[src/stt_pkg.sv]
`timescale 1ns / 1ps
`default_nettype none
package stt_pkg;

	localparam int KW_MAX_LEN  = 8;
	localparam int OFFSET_BITS = 32;
	localparam int COUNT_BITS  = 16;
	localparam int KW_COUNT    = 41;
	localparam int MAX_TOKENS  = 3;

	localparam logic [6:0] K_EOF      = 7'd0;
	localparam logic [6:0] K_ERROR    = 7'd1;
	localparam logic [6:0] K_IDENT    = 7'd2;
	localparam logic [6:0] K_NUMBER   = 7'd3;
	localparam logic [6:0] K_STRING   = 7'd4;
	localparam logic [6:0] K_LPAREN   = 7'd5;
	localparam logic [6:0] K_RPAREN   = 7'd6;
	localparam logic [6:0] K_LBRACE   = 7'd7;
	localparam logic [6:0] K_RBRACE   = 7'd8;
	localparam logic [6:0] K_LBRACKET = 7'd9;
	localparam logic [6:0] K_RBRACKET = 7'd10;
	localparam logic [6:0] K_COMMA    = 7'd11;
	localparam logic [6:0] K_DOT      = 7'd12;
	localparam logic [6:0] K_SEMI     = 7'd13;
	localparam logic [6:0] K_COLON    = 7'd14;
	localparam logic [6:0] K_PLUS     = 7'd15;
	localparam logic [6:0] K_MINUS    = 7'd16;
	localparam logic [6:0] K_STAR     = 7'd17;
	localparam logic [6:0] K_SLASH    = 7'd18;
	localparam logic [6:0] K_ASSIGN   = 7'd19;
	localparam logic [6:0] K_EQ       = 7'd20;
	localparam logic [6:0] K_ARROW    = 7'd21;
	localparam logic [6:0] K_NEQ      = 7'd22;
	localparam logic [6:0] K_LT       = 7'd23;
	localparam logic [6:0] K_LTE      = 7'd24;
	localparam logic [6:0] K_GT       = 7'd25;
	localparam logic [6:0] K_GTE      = 7'd26;
	localparam logic [6:0] K_FIRST_KW = 7'd27;

	localparam logic [1:0] E_NONE     = 2'd0;
	localparam logic [1:0] E_UNTERM   = 2'd1;
	localparam logic [1:0] E_BANG     = 2'd2;
	localparam logic [1:0] E_BADBYTE  = 2'd3;

	localparam logic [8*KW_MAX_LEN-1:0] KW_TEXT [KW_COUNT] = '{
		"in", "let", "mut", "fun", "for", "nil", "enum", "type", "else", "when",
		"is", "not", "do", "pub", "i8", "f8", "while", "break", "async", "await",
		"i16", "f16", "return", "struct", "elif", "i32", "i64", "f32", "f64",
		"default", "list", "bool", "continue", "dyn", "num", "str", "map", "set",
		"void", "use", "as"
	};
	localparam int KW_LEN [KW_COUNT] = '{
		2, 3, 3, 3, 3, 3, 4, 4, 4, 4, 2, 3, 2, 3, 2, 2, 5, 5, 5, 5, 3, 3, 6, 6, 4,
		3, 3, 3, 3, 7, 4, 4, 8, 3, 3, 3, 3, 3, 4, 3, 2
	};

	typedef struct packed {
		logic [7:0] char_code;
		logic       end_of_text;
	} char_t;

	typedef struct packed {
		logic [6:0]             token_kind;
		logic [1:0]             error_kind;
		logic [OFFSET_BITS-1:0] start_offset;
		logic [COUNT_BITS-1:0]  token_length;
		logic [COUNT_BITS-1:0]  line_number;
		logic [COUNT_BITS-1:0]  column_number;
		logic                   last_of_run;
	} token_t;

	typedef struct packed {
		logic [1:0]                  count;
		token_t [MAX_TOKENS-1:0]     tok;
	} bundle_t;

	typedef logic [KW_MAX_LEN-1:0][7:0] prefix_t;

	function automatic logic [COUNT_BITS-1:0] sat_inc(input logic [COUNT_BITS-1:0] v);
		sat_inc = (v == {COUNT_BITS{1'b1}}) ? v : v + COUNT_BITS'(1);
	endfunction

	function automatic logic is_alpha(input logic [7:0] c);
		is_alpha = (c >= "a" && c <= "z") || (c >= "A" && c <= "Z");
	endfunction

	function automatic logic is_digit(input logic [7:0] c);
		is_digit = (c >= "0" && c <= "9");
	endfunction

	function automatic logic [6:0] single_symbol(input logic [7:0] c);
		unique case (c)
			"(": single_symbol = K_LPAREN;
			")": single_symbol = K_RPAREN;
			"{": single_symbol = K_LBRACE;
			"}": single_symbol = K_RBRACE;
			"[": single_symbol = K_LBRACKET;
			"]": single_symbol = K_RBRACKET;
			",": single_symbol = K_COMMA;
			".": single_symbol = K_DOT;
			";": single_symbol = K_SEMI;
			":": single_symbol = K_COLON;
			"+": single_symbol = K_PLUS;
			"-": single_symbol = K_MINUS;
			"*": single_symbol = K_STAR;
			default: single_symbol = K_EOF;
		endcase
	endfunction

	// parallel compare of the stored prefix against every keyword of matching length
	function automatic logic [6:0] kw_kind(input prefix_t pref, input logic [COUNT_BITS-1:0] len);
		logic [8*KW_MAX_LEN-1:0] w;
		logic [6:0]              kind;
		kind = K_IDENT;
		for (int i = KW_COUNT - 1; i >= 0; i--) begin
			w = '0;
			for (int j = 0; j < KW_MAX_LEN; j++) begin
				if (j < KW_LEN[i])
					w = {w[8*KW_MAX_LEN-9:0], pref[j]};
			end
			if (len == COUNT_BITS'(KW_LEN[i]) && w == KW_TEXT[i])
				kind = 7'(K_FIRST_KW + 7'(i));
		end
		kw_kind = kind;
	endfunction

endpackage
`default_nettype wire

[src/source_text_tokenizer_unit.sv]
`timescale 1ns / 1ps
`default_nettype none
// Streaming tokenizer: one source byte per beat, accepted every cycle while the
// result buffer is empty or its last token leaves. A byte yields zero to three
// tokens, computed combinationally from the scan state and loaded into a
// three-entry result buffer; tokens leave one per cycle while tok_stall is low,
// so a byte with several tokens holds the input. Keyword lookup is parallel.
module source_text_tokenizer_unit import stt_pkg::*; (
	input  wire logic   clk,
	input  wire logic   arst_n,
	input  wire logic   char_valid,
	output logic        char_stall,
	input  wire char_t  char_beat,
	output logic        tok_valid,
	input  wire logic   tok_stall,
	output token_t      tok_beat
);

	bundle_t                  res;
	token_t [MAX_TOKENS-1:0]  buf_q;
	logic [1:0]               cnt_q, idx_q;
	logic                     take, out_take;

	assign tok_valid  = (idx_q < cnt_q);
	assign out_take   = tok_valid && !tok_stall;
	// room once the buffer is empty or its last beat leaves this cycle
	assign char_stall = tok_valid && !(out_take && (idx_q + 2'd1 == cnt_q));
	assign take       = char_valid && !char_stall;
	assign tok_beat   = buf_q[idx_q];

	stt_scan u_scan (
		.clk     (clk),
		.arst_n  (arst_n),
		.take    (take),
		.beat    (char_beat),
		.results (res)
	);

	always_ff @(posedge clk or negedge arst_n) begin
		if (!arst_n) begin
			cnt_q <= '0;
			idx_q <= '0;
		end else if (take) begin
			cnt_q <= res.count;
			idx_q <= '0;
		end else if (out_take) begin
			idx_q <= idx_q + 2'd1;
		end
	end

	always_ff @(posedge clk) begin
		if (take)
			buf_q <= res.tok;
	end

endmodule
`default_nettype wire

[src/stt_scan.sv]
`timescale 1ns / 1ps
`default_nettype none
module stt_scan import stt_pkg::*; (
	input  wire logic    clk,
	input  wire logic    arst_n,
	input  wire logic    take,
	input  wire char_t   beat,
	output bundle_t      results
);

	typedef enum logic [3:0] {
		M_IDLE, M_IDENT, M_NUMBER, M_NUMDOT, M_FRACTION, M_STRING,
		M_SLASH, M_COMMENT, M_EQUAL, M_BANG, M_LESS, M_GREATER
	} mode_t;

	mode_t                  mode_q, mode_n;
	prefix_t                pref_q, pref_n;
	logic [OFFSET_BITS-1:0] start_q, start_n, pos_q, pos_n, dot_at;
	logic [COUNT_BITS-1:0]  run_q, run_n, line_q, line_n, col_q, col_n;
	logic [7:0]             c;
	logic                   fin, used;
	logic [1:0]             cnt;
	token_t [MAX_TOKENS-1:0] res;
	logic [6:0]             sym;

	function automatic token_t mk(input logic [6:0] k, input logic [1:0] e,
			input logic [OFFSET_BITS-1:0] s, input logic [COUNT_BITS-1:0] l,
			input logic [COUNT_BITS-1:0] ln, input logic [COUNT_BITS-1:0] cl);
		token_t t;
		t.token_kind    = k;
		t.error_kind    = e;
		t.start_offset  = s;
		t.token_length  = l;
		t.line_number   = ln;
		t.column_number = cl;
		t.last_of_run   = 1'b0;
		mk = t;
	endfunction

	always_comb begin
		c      = beat.char_code;
		fin    = beat.end_of_text || (c == 8'd0);
		mode_n = mode_q;
		pref_n = pref_q;
		start_n = start_q;
		pos_n  = pos_q;
		run_n  = run_q;
		line_n = line_q;
		col_n  = col_q;
		used   = 1'b0;
		cnt    = 2'd0;
		res    = '0;
		dot_at = '0;
		sym    = K_EOF;

		unique case (mode_q)
			M_IDENT: begin
				if (!fin && (is_alpha(c) || is_digit(c) || c == "_")) begin
					if (run_n < COUNT_BITS'(KW_MAX_LEN))
						pref_n[run_n[$clog2(KW_MAX_LEN)-1:0]] = c;
					pos_n = pos_n + OFFSET_BITS'(1); col_n = sat_inc(col_n);
					run_n = sat_inc(run_n);
					used = 1'b1;
				end else begin
					res[cnt] = mk(kw_kind(pref_n, run_n), E_NONE, start_n, run_n, line_n, col_n);
					cnt = cnt + 2'd1;
				end
			end
			M_NUMBER: begin
				if (!fin && is_digit(c)) begin
					pos_n = pos_n + OFFSET_BITS'(1); col_n = sat_inc(col_n);
					run_n = sat_inc(run_n);
					used = 1'b1;
				end else if (!fin && c == ".") begin
					mode_n = M_NUMDOT;
					used = 1'b1;
				end else begin
					res[cnt] = mk(K_NUMBER, E_NONE, start_n, run_n, line_n, col_n);
					cnt = cnt + 2'd1;
				end
			end
			M_NUMDOT: begin
				if (!fin && is_digit(c)) begin
					// dot and digit both join the number
					pos_n = pos_n + OFFSET_BITS'(2);
					col_n = sat_inc(sat_inc(col_n));
					run_n = sat_inc(sat_inc(run_n));
					mode_n = M_FRACTION;
					used = 1'b1;
				end else begin
					res[cnt] = mk(K_NUMBER, E_NONE, start_n, run_n, line_n, col_n);
					cnt = cnt + 2'd1;
					dot_at = pos_n;
					pos_n = pos_n + OFFSET_BITS'(1); col_n = sat_inc(col_n);
					res[cnt] = mk(K_DOT, E_NONE, dot_at, COUNT_BITS'(1), line_n, col_n);
					cnt = cnt + 2'd1;
				end
			end
			M_FRACTION: begin
				if (!fin && is_digit(c)) begin
					pos_n = pos_n + OFFSET_BITS'(1); col_n = sat_inc(col_n);
					run_n = sat_inc(run_n);
					used = 1'b1;
				end else begin
					res[cnt] = mk(K_NUMBER, E_NONE, start_n, run_n, line_n, col_n);
					cnt = cnt + 2'd1;
				end
			end
			M_STRING: begin
				if (fin) begin
					res[cnt] = mk(K_ERROR, E_UNTERM, start_n, '0, line_n, col_n);
					cnt = cnt + 2'd1;
				end else begin
					if (c == 8'h0A)
						line_n = sat_inc(line_n);
					pos_n = pos_n + OFFSET_BITS'(1); col_n = sat_inc(col_n);
					run_n = sat_inc(run_n);
					used = 1'b1;
					if (c == "\"") begin
						res[cnt] = mk(K_STRING, E_NONE, start_n, run_n, line_n, col_n);
						cnt = cnt + 2'd1;
						mode_n = M_IDLE;
					end
				end
			end
			M_SLASH: begin
				if (!fin && c == "/") begin
					pos_n = pos_n + OFFSET_BITS'(1); col_n = sat_inc(col_n);
					mode_n = M_COMMENT;
					used = 1'b1;
				end else begin
					res[cnt] = mk(K_SLASH, E_NONE, start_n, run_n, line_n, col_n);
					cnt = cnt + 2'd1;
				end
			end
			M_COMMENT: begin
				if (!fin && c != 8'h0A) begin
					pos_n = pos_n + OFFSET_BITS'(1); col_n = sat_inc(col_n);
					used = 1'b1;
				end
			end
			M_EQUAL: begin
				if (!fin && (c == "=" || c == ">")) begin
					pos_n = pos_n + OFFSET_BITS'(1); col_n = sat_inc(col_n);
					run_n = sat_inc(run_n);
					res[cnt] = mk((c == "=") ? K_EQ : K_ARROW, E_NONE, start_n, run_n,
						line_n, col_n);
					cnt = cnt + 2'd1;
					mode_n = M_IDLE;
					used = 1'b1;
				end else begin
					res[cnt] = mk(K_ASSIGN, E_NONE, start_n, run_n, line_n, col_n);
					cnt = cnt + 2'd1;
				end
			end
			M_BANG: begin
				if (!fin && c == "=") begin
					pos_n = pos_n + OFFSET_BITS'(1); col_n = sat_inc(col_n);
					run_n = sat_inc(run_n);
					res[cnt] = mk(K_NEQ, E_NONE, start_n, run_n, line_n, col_n);
					cnt = cnt + 2'd1;
					mode_n = M_IDLE;
					used = 1'b1;
				end else begin
					res[cnt] = mk(K_ERROR, E_BANG, start_n, '0, line_n, col_n);
					cnt = cnt + 2'd1;
				end
			end
			M_LESS, M_GREATER: begin
				if (!fin && c == "=") begin
					pos_n = pos_n + OFFSET_BITS'(1); col_n = sat_inc(col_n);
					run_n = sat_inc(run_n);
					res[cnt] = mk((mode_q == M_LESS) ? K_LTE : K_GTE, E_NONE, start_n, run_n,
						line_n, col_n);
					cnt = cnt + 2'd1;
					mode_n = M_IDLE;
					used = 1'b1;
				end else begin
					res[cnt] = mk((mode_q == M_LESS) ? K_LT : K_GT, E_NONE, start_n, run_n,
						line_n, col_n);
					cnt = cnt + 2'd1;
				end
			end
			default: ;
		endcase
		if (!used)
			mode_n = M_IDLE;

		// byte not taken by a pending token is skipped as whitespace or starts a fresh one
		if (!used && !fin) begin
			if (c == " " || c == 8'h0D || c == 8'h09) begin
				pos_n = pos_n + OFFSET_BITS'(1); col_n = sat_inc(col_n);
			end else if (c == 8'h0A) begin
				line_n = sat_inc(line_n);
				pos_n = pos_n + OFFSET_BITS'(1); col_n = COUNT_BITS'(1);
			end else begin
				start_n = pos_n;
				pos_n = pos_n + OFFSET_BITS'(1); col_n = sat_inc(col_n);
				run_n = COUNT_BITS'(1);
				sym = single_symbol(c);
				if (is_alpha(c) || c == "_") begin
					pref_n[0] = c;
					mode_n = M_IDENT;
				end else if (is_digit(c)) begin
					mode_n = M_NUMBER;
				end else begin
					unique case (c)
						"\"": mode_n = M_STRING;
						"/": mode_n = M_SLASH;
						"=": mode_n = M_EQUAL;
						"!": mode_n = M_BANG;
						"<": mode_n = M_LESS;
						">": mode_n = M_GREATER;
						default: begin
							if (sym != K_EOF)
								res[cnt] = mk(sym, E_NONE, start_n, run_n, line_n, col_n);
							else
								res[cnt] = mk(K_ERROR, E_BADBYTE, start_n, '0, line_n, col_n);
							cnt = cnt + 2'd1;
						end
					endcase
				end
			end
		end

		if (fin) begin
			res[cnt] = mk(K_EOF, E_NONE, pos_n, '0, line_n, col_n);
			cnt = cnt + 2'd1;
			mode_n  = M_IDLE;
			pref_n  = '0;
			start_n = '0;
			pos_n   = '0;
			run_n   = '0;
			line_n  = COUNT_BITS'(1);
			col_n   = '0;
		end
		if (cnt != 2'd0)
			res[cnt - 2'd1].last_of_run = 1'b1;

		results.count = cnt;
		results.tok   = res;
	end

	always_ff @(posedge clk or negedge arst_n) begin
		if (!arst_n) begin
			mode_q  <= M_IDLE;
			pref_q  <= '0;
			start_q <= '0;
			pos_q   <= '0;
			run_q   <= '0;
			line_q  <= COUNT_BITS'(1);
			col_q   <= '0;
		end else if (take) begin
			mode_q  <= mode_n;
			pref_q  <= pref_n;
			start_q <= start_n;
			pos_q   <= pos_n;
			run_q   <= run_n;
			line_q  <= line_n;
			col_q   <= col_n;
		end
	end

endmodule
`default_nettype wire
[config.mk]
export PLATFORM = sky130hd
export DESIGN_NAME = source_text_tokenizer_unit
export DESIGN_NICKNAME = d
export VERILOG_FILES = /design/src/stt_pkg.sv /design/src/source_text_tokenizer_unit.sv /design/src/stt_scan.sv
export SDC_FILE = /design/constraint.sdc
export NUM_CORES = 1
export LEC_CHECK = 0
export ABC_CLOCK_PERIOD_IN_PS = 10000
export BUFFER_PORTS_ARGS = -buffer_cell sky130_fd_sc_hd__buf_4
export CAP_MARGIN = 10
export CELL_PAD_IN_SITES_DETAIL_PLACEMENT = 0
export CELL_PAD_IN_SITES_GLOBAL_PLACEMENT = 2
export CORE_ASPECT_RATIO = 0.5
export CORE_UTILIZATION = 36
export DETAILED_ROUTE_END_ITERATION = 7
export GPL_TIMING_DRIVEN = 0
export PLACE_DENSITY_LB_ADDON = 0.1
export SYNTH_ARGS = -nofsm -noshare
export SYNTH_HDL_FRONTEND = slang
export SYNTH_SLANG_ARGS = --single-unit
[constraint.sdc]
create_clock -name clk -period 10 [get_ports clk]
set_input_delay 2 -clock clk [delete_from_list [all_inputs] [get_ports clk]]
set_output_delay 2 -clock clk [all_outputs]
set_load 0.01 [all_outputs]
After elaboration in Yosys (flattened, before gate mapping)
Cells that the tools add are included.

word-level totals
  flip-flop bits (word level) = 454

cells by class
  order comparisons = 17
  add/subtract/negate cells = 14
  multiplexer cells = 203
  equality and inequality tests = 94
  reduce and logical (&&, ||, !) cells = 89

operator list
  cell                                                   number
  two-way mux 270 bit                                    9
  equality test 64 x 23 -> 1 bit, second input constant  19
  two-way mux 64 bit                                     18
  bitwise mux 270 bit                                    4
  case mux 90 bit (9 select lines)                       1
  two-way mux 90 bit                                     8
  two-way mux 16 bit                                     35
  demux 90 bit (select 2 bit)                            3
  equality test 64 x 31 -> 1 bit, second input constant  8
  two-way mux 32 bit                                     14
  equality test 64 x 15 -> 1 bit, second input constant  6
  two-way mux 7 bit                                      44
  equality test 64 x 39 -> 1 bit, second input constant  4
  case mux 32 bit (8 select lines)                       1
  binary-select mux 90 bit (select 2 bit)                1
  two-way mux 177 bit                                    1
  two-way mux 88 bit                                     2
  two-way mux 85 bit                                     2
  equality test 64 x 47 -> 1 bit, second input constant  2
  equality test 8 x 6 -> 1 bit, second input constant    16
  case mux 16 bit (8 select lines)                       1
  adder 16 x 1 -> 16 bit, second input constant          7
  equality test 16 bit, second input constant            7
  case mux 16 bit (6 select lines)                       1
  51 further kinds                                       203

Longest topological paths before layout
Gate-level depths: netlist (run 1).

  depth after elaboration = 65
  depth in mapped cells = 26

Modules after synthesis
Synthesis (run 1) repeated with hierarchy kept, for this count alone.

second synthesis, totals
  cell total of the unflattened synthesis = 3545
  area total of the unflattened synthesis = 30920.9 µm²

modules (own cells, without submodules)
  module                      cells each  area each (µm²)  times used  seq. area each (µm²)
  stt_scan                    2948        20698.6          1           4505.6
  source_text_tokenizer_unit  597         10222.3          1           8207.9

Worst setup path after synthesis (run 1)
No wires, ideal clock.

  kind = input -> register
  from = input tok_stall
  to = register u_scan.run_q[11]
  data arrival time = 10.196 ns
  path buffers = 2
  cell stages on the path = 7
  setup slack = -0.325 ns
  cell sequence = nor3_1 -> o21ai_0 -> inv_1 -> clkbuf_1 -> clkbuf_1 -> o21ai_0 -> o2bb2ai_1

on the way
  longest elaborated chain between the ends = 7

RTL lines
  item                  RTL line                          source
  start, declared       source_text_tokenizer_unit.sv:15  input wire logic tok_stall,
  zero test 1 bit       source_text_tokenizer_unit.sv:25  assign out_take = tok_valid && !tok_stall;
  logical AND 1 bit     source_text_tokenizer_unit.sv:25
  logical AND 1 bit     source_text_tokenizer_unit.sv:27  assign char_stall = tok_valid && !(out_take && (idx_q + 2'd1 == cnt_q));
  zero test 1 bit       source_text_tokenizer_unit.sv:27
  logical AND 1 bit     source_text_tokenizer_unit.sv:27
  zero test 1 bit       source_text_tokenizer_unit.sv:28  assign take = char_valid && !char_stall;
  logical AND 1 bit     source_text_tokenizer_unit.sv:28
  named net take        source_text_tokenizer_unit.sv:22  logic take, out_take;
  end signal, assigned  stt_scan.sv:258                   run_q <= run_n;
  end, declared         stt_scan.sv:19                    logic [COUNT_BITS-1:0] run_q, run_n, line_q, line_n, col_q, col_n;

The timed path passes the listed nets, and every way through them passes these cells.
A chain may end at the register's enable or synchronous reset.

==> results of run 1 <==
-- path summary, 6_finish.rpt --
check	start	to	slack [ns]	depth (start not counted)
min reg2reg	u_scan.start_q[27]	u_scan.start_q[27]	0.48	2
min	u_scan.start_q[27]	u_scan.start_q[27]	0.48	2
min in group asynchronous	arst_n	u_scan.pref_q[14]	1.32	1
max reg2reg	u_scan.mode_q[0]	buf_q[151]	1.81	18
max	char_beat[7]	buf_q[151]	0.02	19
max in group asynchronous	arst_n	u_scan.start_q[2]	7.49	3
-- critical path, delay by kind of cell --
| kind | cells | cell delay, ns |
|---|---|---|
| fa+ha+maj | 1 | 0.29 |
| simple gates | 9 | 3.56 |
| buf+inv | 5 | 1.78 |
| compound gates | 4 | 2.58 |
-- cells by family after synthesis --
logic type / Yosys count / synth area share
simple gates: 1398 / 0.247
compound gates: 1123 / 0.245
mux: 97 / 0.0334
fa+ha+maj: 24 / 0.0102
flops: 418 / 0.394
xor+xnor: 92 / 0.0273
buf+inv: 320 / 0.0434
-- layout by cell type (no fill, tap or decap), drive strengths merged, types with 88 or more instances in the layout --
cell	instances
mux2i	88
nor3	101
o21ai	364
buf	181
nor2	279
clkbuf	281
dfrtp	183
nand3	126
a21oi	270
edfxtp	234
nand2	413
-- area by class of cell --
| type | instances | area share |
|---|---|---|
| multi-input cells | 2734 | 0.497 |
| flip-flops and latches | 418 | 0.347 |
| well taps | 1087 | 0.0406 |
| clock buffers | 57 | 0.0356 |
| plain buffers | 278 | 0.0339 |
| repair buffers | 127 | 0.0336 |
| clock inverters | 23 | 0.00695 |
| inverters | 41 | 0.00459 |
| diodes | 7 | 0.000523 |
-- registers in the layout, summed over array words and instances, names as in the netlist --
register / count
buf_q: 234
cnt_q: 2
idx_q: 2
u_scan.col_q: 16
u_scan.line_q: 16
u_scan.mode_q: 4
u_scan.pos_q: 32
u_scan.pref_q: 64
u_scan.run_q: 16
u_scan.start_q: 32
-- through the flow --
step,cells,power (mW),util,setup WS (ns)
final,4772,7.76,0.417,0.0175
after global routing,4765,8.05,0.417,0.152
after CTS,4762,7.67,0.416,0.265
after detailed placement,4682,5.94,0.398,-0.367
after global placement,4660,5.97,0.394,-0.703
after floorplan,3472,4.28,-,3.39
-- power by group --
group | total [mW] | internal (mW) | switching [mW]
Clock | 1.74 | 0.927 | 0.809
Combinational | 3.49 | 0.994 | 2.50
Sequential | 2.53 | 2.38 | 0.145
-- metal layers --
metal,GRT usage,up-vias
li1,-,13400
met1,0.510,15100
met2,0.505,1811
met3,0.0916,250
met4,0.112,2
met5,0,-
==> summary.json, run 1 <==
{
  "finalCritPeriodShare": 0.998,
  "hold_path_class": "reg -> reg",
  "core_um2": 80300,
  "cp-start-kind": "input port",
  "grt_pass1_wl_um": 211000,
  "unrepaired_setup_endpoints_after_global_routing": "no",
  "combined_area_of_the_multi_input_logic_cells_um2": 16700,
  "grt_max_degree": 111,
  "total_of_flip_flops_plus_latches_after_synthesis": 418,
  "hold_violations_final": 0,
  "post_synth.cell_area_avg_um2": 8.50,
  "synthMostInstantiatedCell": "sky130_fd_sc_hd__nand2_1",
  "power_density_nw_per_um2": 232,
  "detail_route.wirelength.met1_um": 65900,
  "total_leakage_power_nw": 11.6,
  "firstDrtPassIters": 6,
  "synth.area.top_cells": "sky130_fd_sc_hd__edfxtp_1 24%, sky130_fd_sc_hd__dfrtp_1 16%, sky130_fd_sc_hd__o21ai_0 5.6%",
  "cts-resized-gates": 0,
  "slew-limit-headroom": 0.0695,
  "placement.cell_area_um2": 32000,
  "layout_min_cycle_time_ns": 9.98,
  "number_of_antenna_violations_at_the_first_check_in_global_routing": 5,
  "grt.overflow.total": 0,
  "worst_setup_hold_path_clk_slew_ns": 0.06,
  "status": "finished, violations left",
  "cp_data_arrival_time_ns": 10.26,
  "cts.root.buffer_cell": "sky130_fd_sc_hd__clkbuf_16",
  "area_delta_synth_final_pct": 13.5,
  "drcViolationCount": 0,
  "final_net_count": 3680,
  "achievable-frequency_mhz": 100,
  "die_w_um": 407,
  "final_cell_area_um2": 33500,
  "grt.total_usage": 0.352,
  "fraction_of_final_layout_cells_sized_beyond_drive_strength_1": 0.0914,
  "path_common_cell": "sky130_fd_sc_hd__nor2_1",
  "wl_per_cell_um": 31.1,
  "vias_per_cell": 6.42,
  "critical-path-slowest-cell": "sky130_fd_sc_hd__o31ai_1",
  "skew_pair_late_insertion_delay_ns": 0.65,
  "hold_buf_count_cts": 0,
  "max_cap_viol_count": 0,
  "post_synth_num_cell_types": 117,
  "maxUsedRoutingLayer": "met5",
  "met3WireLength_um": 16800,
  "final_max_slew_viol_count": 0,
  "synth_top_cell_by_area": "sky130_fd_sc_hd__edfxtp_1",
  "timing.clock.skew_ns": 0.0449,
  "vdd.ir_drop.worst_mv": 0.148,
  "rows": 73,
  "finalWirelength_um": 148000,
  "yosys.area.top_type_share": 0.238,
  "detail_route.iter0.violations": 4024,
  "antenna_left": 1,
  "final.fill_count": 8180,
  "chip_height_um": 205,
  "dr_total_vias": 30600,
  "crit_path_max_fanout": 10,
  "starting_density": 0.368,
  "number_of_buffers_inserted_during_clock_tree_synthesis": 43,
  "clock_tree.htree_level_count": 2,
  "tightestPinTransition_ns": 1.40,
  "cts_tree": "yes",
  "seq_area_frac_synth": 0.394,
  "fp.dieArea_um2": 83200,
  "timing.critical_path.slowest_cell_delay_ns": 0.95,
  "setup_tns_ns": 0,
  "clock_sink_count": 418,
  "clk_path_buf_depth": 3,
  "synth-edff-count": 234,
  "synth_async_reset_ratio": 0.440,
  "syn-cell-area_um2": 29500,
  "synth.yosys.warnings": 0,
  "critPathKind": "in -> reg",
  "setup_viol": 0,
  "ys_top_cells_by_count": "412 x sky130_fd_sc_hd__nand2_1, 330 x sky130_fd_sc_hd__o21ai_0, 278 x sky130_fd_sc_hd__nor2_1, 266 x sky130_fd_sc_hd__a21oi_1, 234 x sky130_fd_sc_hd__edfxtp_1",
  "detailroute.wirelength.met2_um": 60800,
  "worstPathRequired_ns": 10.27,
  "synthesized_instance_count": 3472,
  "post-cts-setup-buffer-count": 0,
  "detailedPlacementHpwl_um": 112000,
  "num_io_pins": 105,
  "regArea_um2": 11600,
  "first_global_vias": 28300,
  "violated_checks": "antenna rules",
  "crit_chain": "buf_4 > buf_4 > nor4_2 > nand3_1 > a311o_1 > a21oi_1 > and3_1 > nand2_1 > nor2_1 > and2_1 > clkbuf_1 > nor2_1 > a21oi_1 > ha_1 > and2_1 > buf_1 > nor2_1 > clkbuf_1 > o31ai_1",
  "syn_nets": 3509,
  "gp_routability_congestion": 0.990,
  "io_buffers": 101,
  "cp-end-kind": "flip-flop",
  "holdWs_ns": 0.482,
  "main_synth_ff_type": "sky130_fd_sc_hd__edfxtp_1"
}
Power figures use the tool's default switching activity.
==> run 2, diff against run 1 <==
- ABC_AREA: default -> 1
- ABC_CLOCK_PERIOD_IN_PS: 10000 -> default
- CORE_MARGIN: default -> 2
- CORE_UTILIZATION: 36 -> 33
==> summary.json, run 2 <==
{
  "cts-resized-gates": 0,
  "total_leakage_power_nw": 15.9,
  "detailedPlacementHpwl_um": 167000,
  "rows": 84,
  "number_of_antenna_violations_at_the_first_check_in_global_routing": 10,
  "grt.total_usage": 0.380,
  "timing.clock.skew_ns": 0.0538,
  "synth_top_cell_by_area": "sky130_fd_sc_hd__edfxtp_1",
  "cp-end-kind": "flip-flop",
  "achievable-frequency_mhz": 101,
  "area_delta_synth_final_pct": 12.9,
  "post-cts-setup-buffer-count": 0,
  "mostFrequentLayoutCells": "1217 x sky130_fd_sc_hd__nand2_1, 560 x sky130_fd_sc_hd__nor2_1, 548 x sky130_fd_sc_hd__inv_1, 503 x sky130_fd_sc_hd__nand3_1, 342 x sky130_fd_sc_hd__o21ai_0",
  "detail_route.iter0.violations": 5609,
  "synthesized_instance_count": 5159,
  "power_density_nw_per_um2": 246,
  "layout_commonest_cell": "sky130_fd_sc_hd__nand2_1",
  "finalCritPeriodShare": 0.993,
  "wl_per_cell_um": 31.2,
  "grt.overflow.total": 0,
  "skew_pair_late_insertion_delay_ns": 0.67,
  "setup_viol": 0,
  "synth.yosys.warnings": 0,
  "post_synth.cell_area_avg_um2": 6.75,
  "die_w_um": 463,
  "clock_tree.htree_level_count": 2,
  "biggestRegsByFlops": "buf_q: 234 flops, u_scan.pref_q: 64 flops",
  "seq_area_frac_synth": 0.334,
  "firstDrtPassIters": 6,
  "critPathKind": "in -> reg",
  "holdWs_ns": 0.487,
  "tightestPinTransition_ns": 1.48,
  "first_global_vias": 37200,
  "core_um2": 105000,
  "crit_path_max_fanout": 11,
  "starting_density": 0.332,
  "slew-limit-headroom": 0.0153,
  "cts.root.buffer_cell": "sky130_fd_sc_hd__clkbuf_16",
  "gp_routability_congestion": 1.04,
  "vias_per_cell": 5.97,
  "total_of_flip_flops_plus_latches_after_synthesis": 418,
  "hold_violations_final": 0,
  "yosys.area.top_type_share": 0.202,
  "worst_setup_hold_path_clk_slew_ns": 0.06,
  "synth.area.top_cells": "sky130_fd_sc_hd__edfxtp_1 20%, sky130_fd_sc_hd__dfrtp_1 13%, sky130_fd_sc_hd__nand2_1 13%",
  "cp-start-kind": "input port",
  "synth_async_reset_ratio": 0.440,
  "chip_height_um": 234,
  "clock_sink_count": 418,
  "antenna_left": 0,
  "layout_min_cycle_time_ns": 9.93,
  "fp.dieArea_um2": 108000,
  "worstHoldPathCells": 2,
  "worstPathRequired_ns": 10.41,
  "final_core_utilization": 0.375,
  "final_max_slew_viol_count": 0,
  "unrepaired_setup_endpoints_after_global_routing": "no",
  "io_buffers": 100,
  "number_of_buffers_inserted_during_clock_tree_synthesis": 47,
  "synthMostInstantiatedCell": "sky130_fd_sc_hd__nand2_1",
  "grt_pass1_wl_um": 291000,
  "fin_cells": 6785,
  "finalWirelength_um": 212000,
  "grt_max_degree": 99,
  "status": "complete, no violations",
  "largest_register_ff_count": 234,
  "max_cap_viol_count": 0,
  "final_net_count": 5361,
  "vdd.ir_drop.worst_mv": 0.152,
  "synth-edff-count": 234,
  "worstRegToRegCells": 19,
  "largest_register": "buf_q",
  "drcViolationCount": 0,
  "cp_data_arrival_time_ns": 10.34,
  "syn-cell-area_um2": 34800,
  "syn_nets": 5196,
  "cts_tree": "yes",
  "placed_cells_incl_taps": 6690,
  "post_synth_num_cell_types": 78,
  "main_synth_ff_type": "sky130_fd_sc_hd__edfxtp_1",
  "fraction_of_final_layout_cells_sized_beyond_drive_strength_1": 0.0942,
  "clk_path_buf_depth": 3,
  "hold_buf_count_cts": 0,
  "worst-r2r-setup-slack_ns": 1.70,
  "hold_path_class": "reg -> reg",
  "dr_total_vias": 40500,
  "ys_top_cells_by_count": "1217 x sky130_fd_sc_hd__nand2_1, 561 x sky130_fd_sc_hd__nor2_1, 548 x sky130_fd_sc_hd__inv_1, 503 x sky130_fd_sc_hd__nand3_1, 343 x sky130_fd_sc_hd__o21ai_0",
  "num_io_pins": 105
}
[run 2: cell count changes in the layout (fill, tap and decap cells not counted), sizes merged, moves of 49 or more]
cell,previous run,this run
and3,52,3
o22ai,39,183
nand2,413,1285
inv,44,590
xor2,36,107
clkbuf,281,217
nand3,126,523
mux2i,88,1
a22o,78,0
and2,71,4
nor2,279,616
a21oi,270,182
nand4,62,117
xnor2,56,3
[run 2: power by group]
group	switching, mW	internal [mW]
Sequential	0.217	2.45
Clock	0.881	1.11
Combinational	3.80	1.22
Total	4.90	4.78
[run 2: cells by family (layout without fill, tap and decap cells)]
| family | count (synthesis) | in the layout | share of synthesized area |
|---|---|---|---|
| mux | 1 | 1 | 0.000288 |
| buf+inv | 859 | 1062 | 0.0984 |
| flops | 418 | 418 | 0.334 |
| xor+xnor | 110 | 110 | 0.0285 |
| fa+ha+maj | 24 | 24 | 0.00862 |
| compound gates | 1037 | 1037 | 0.180 |
| simple gates | 2710 | 2710 | 0.350 |
| other cells | 0 | 4 | 0 |
[run 2: metrics by stage]
step / setup TNS, ns / power (mW) / area (um2) / setup WS, ns
finish: 0 / 9.68 / 39300 / 0.0679
global route: 0 / 10.0 / 39300 / 0.394
CTS: 0 / 9.50 / 39300 / 0.794
detailed placement: 0 / 7.51 / 37600 / 0.0950
global placement: -1157.27 / 7.47 / 37300 / -4.95
floorplan: 0 / 5.20 / 34800 / 0.248
[run 2: critical path, cell delays in order]
cell and delay (ns):
sky130_fd_sc_hd__buf_4 0.09, sky130_fd_sc_hd__buf_2 0.27, sky130_fd_sc_hd__nand3_2 0.18, sky130_fd_sc_hd__nor2_4 0.51, sky130_fd_sc_hd__nand2_8 0.14, sky130_fd_sc_hd__nand2_2 0.32
sky130_fd_sc_hd__clkbuf_1 1.09, sky130_fd_sc_hd__clkbuf_1 0.41, sky130_fd_sc_hd__clkbuf_1 0.81, sky130_fd_sc_hd__ha_1 0.54, sky130_fd_sc_hd__inv_1 0.11, sky130_fd_sc_hd__nor2_1 0.11
sky130_fd_sc_hd__nand2_1 0.14, sky130_fd_sc_hd__nor2_2 0.98, sky130_fd_sc_hd__inv_2 0.36, sky130_fd_sc_hd__nand2_2 0.53, sky130_fd_sc_hd__inv_2 0.19, sky130_fd_sc_hd__nand2_1 0.90
sky130_fd_sc_hd__buf_2 0.43, sky130_fd_sc_hd__nor2_1 0.10
[run 2: path summary, 6_finish.rpt]
path / from / endpoint
setup / recovery: char_beat[5] / buf_q[43]
hold / removal: u_scan.pref_q[54] / u_scan.pref_q[54]
setup reg to reg: u_scan.mode_q[3] / buf_q[43]
hold reg to reg: u_scan.pref_q[54] / u_scan.pref_q[54]
max in group asynchronous: arst_n / u_scan.line_q[5]
min in group asynchronous: arst_n / u_scan.pref_q[17]
[run 2: area by class of cell]
type / count / area, um2
Fill cell: 11400 / 65500
Clock buffer: 61 / 1300
Timing Repair Buffer: 116 / 1030
Clock inverter: 26 / 363
Antenna cell: 4 / 10.0
Multi-Input combinational cell: 3882 / 19800
Sequential cell: 418 / 11600
Inverter: 606 / 2280
Buffer: 253 / 1160
Tap cell: 1419 / 1780
[run 2: routing by layer]
layer,GRT usage,vias to the layer above,part of all wire
li1,-,17900,-
met1,0.536,19900,0.44
met2,0.556,2362,0.41
met3,0.119,343,0.12
met4,0.0984,8,0.027
met5,0,-,0.00021
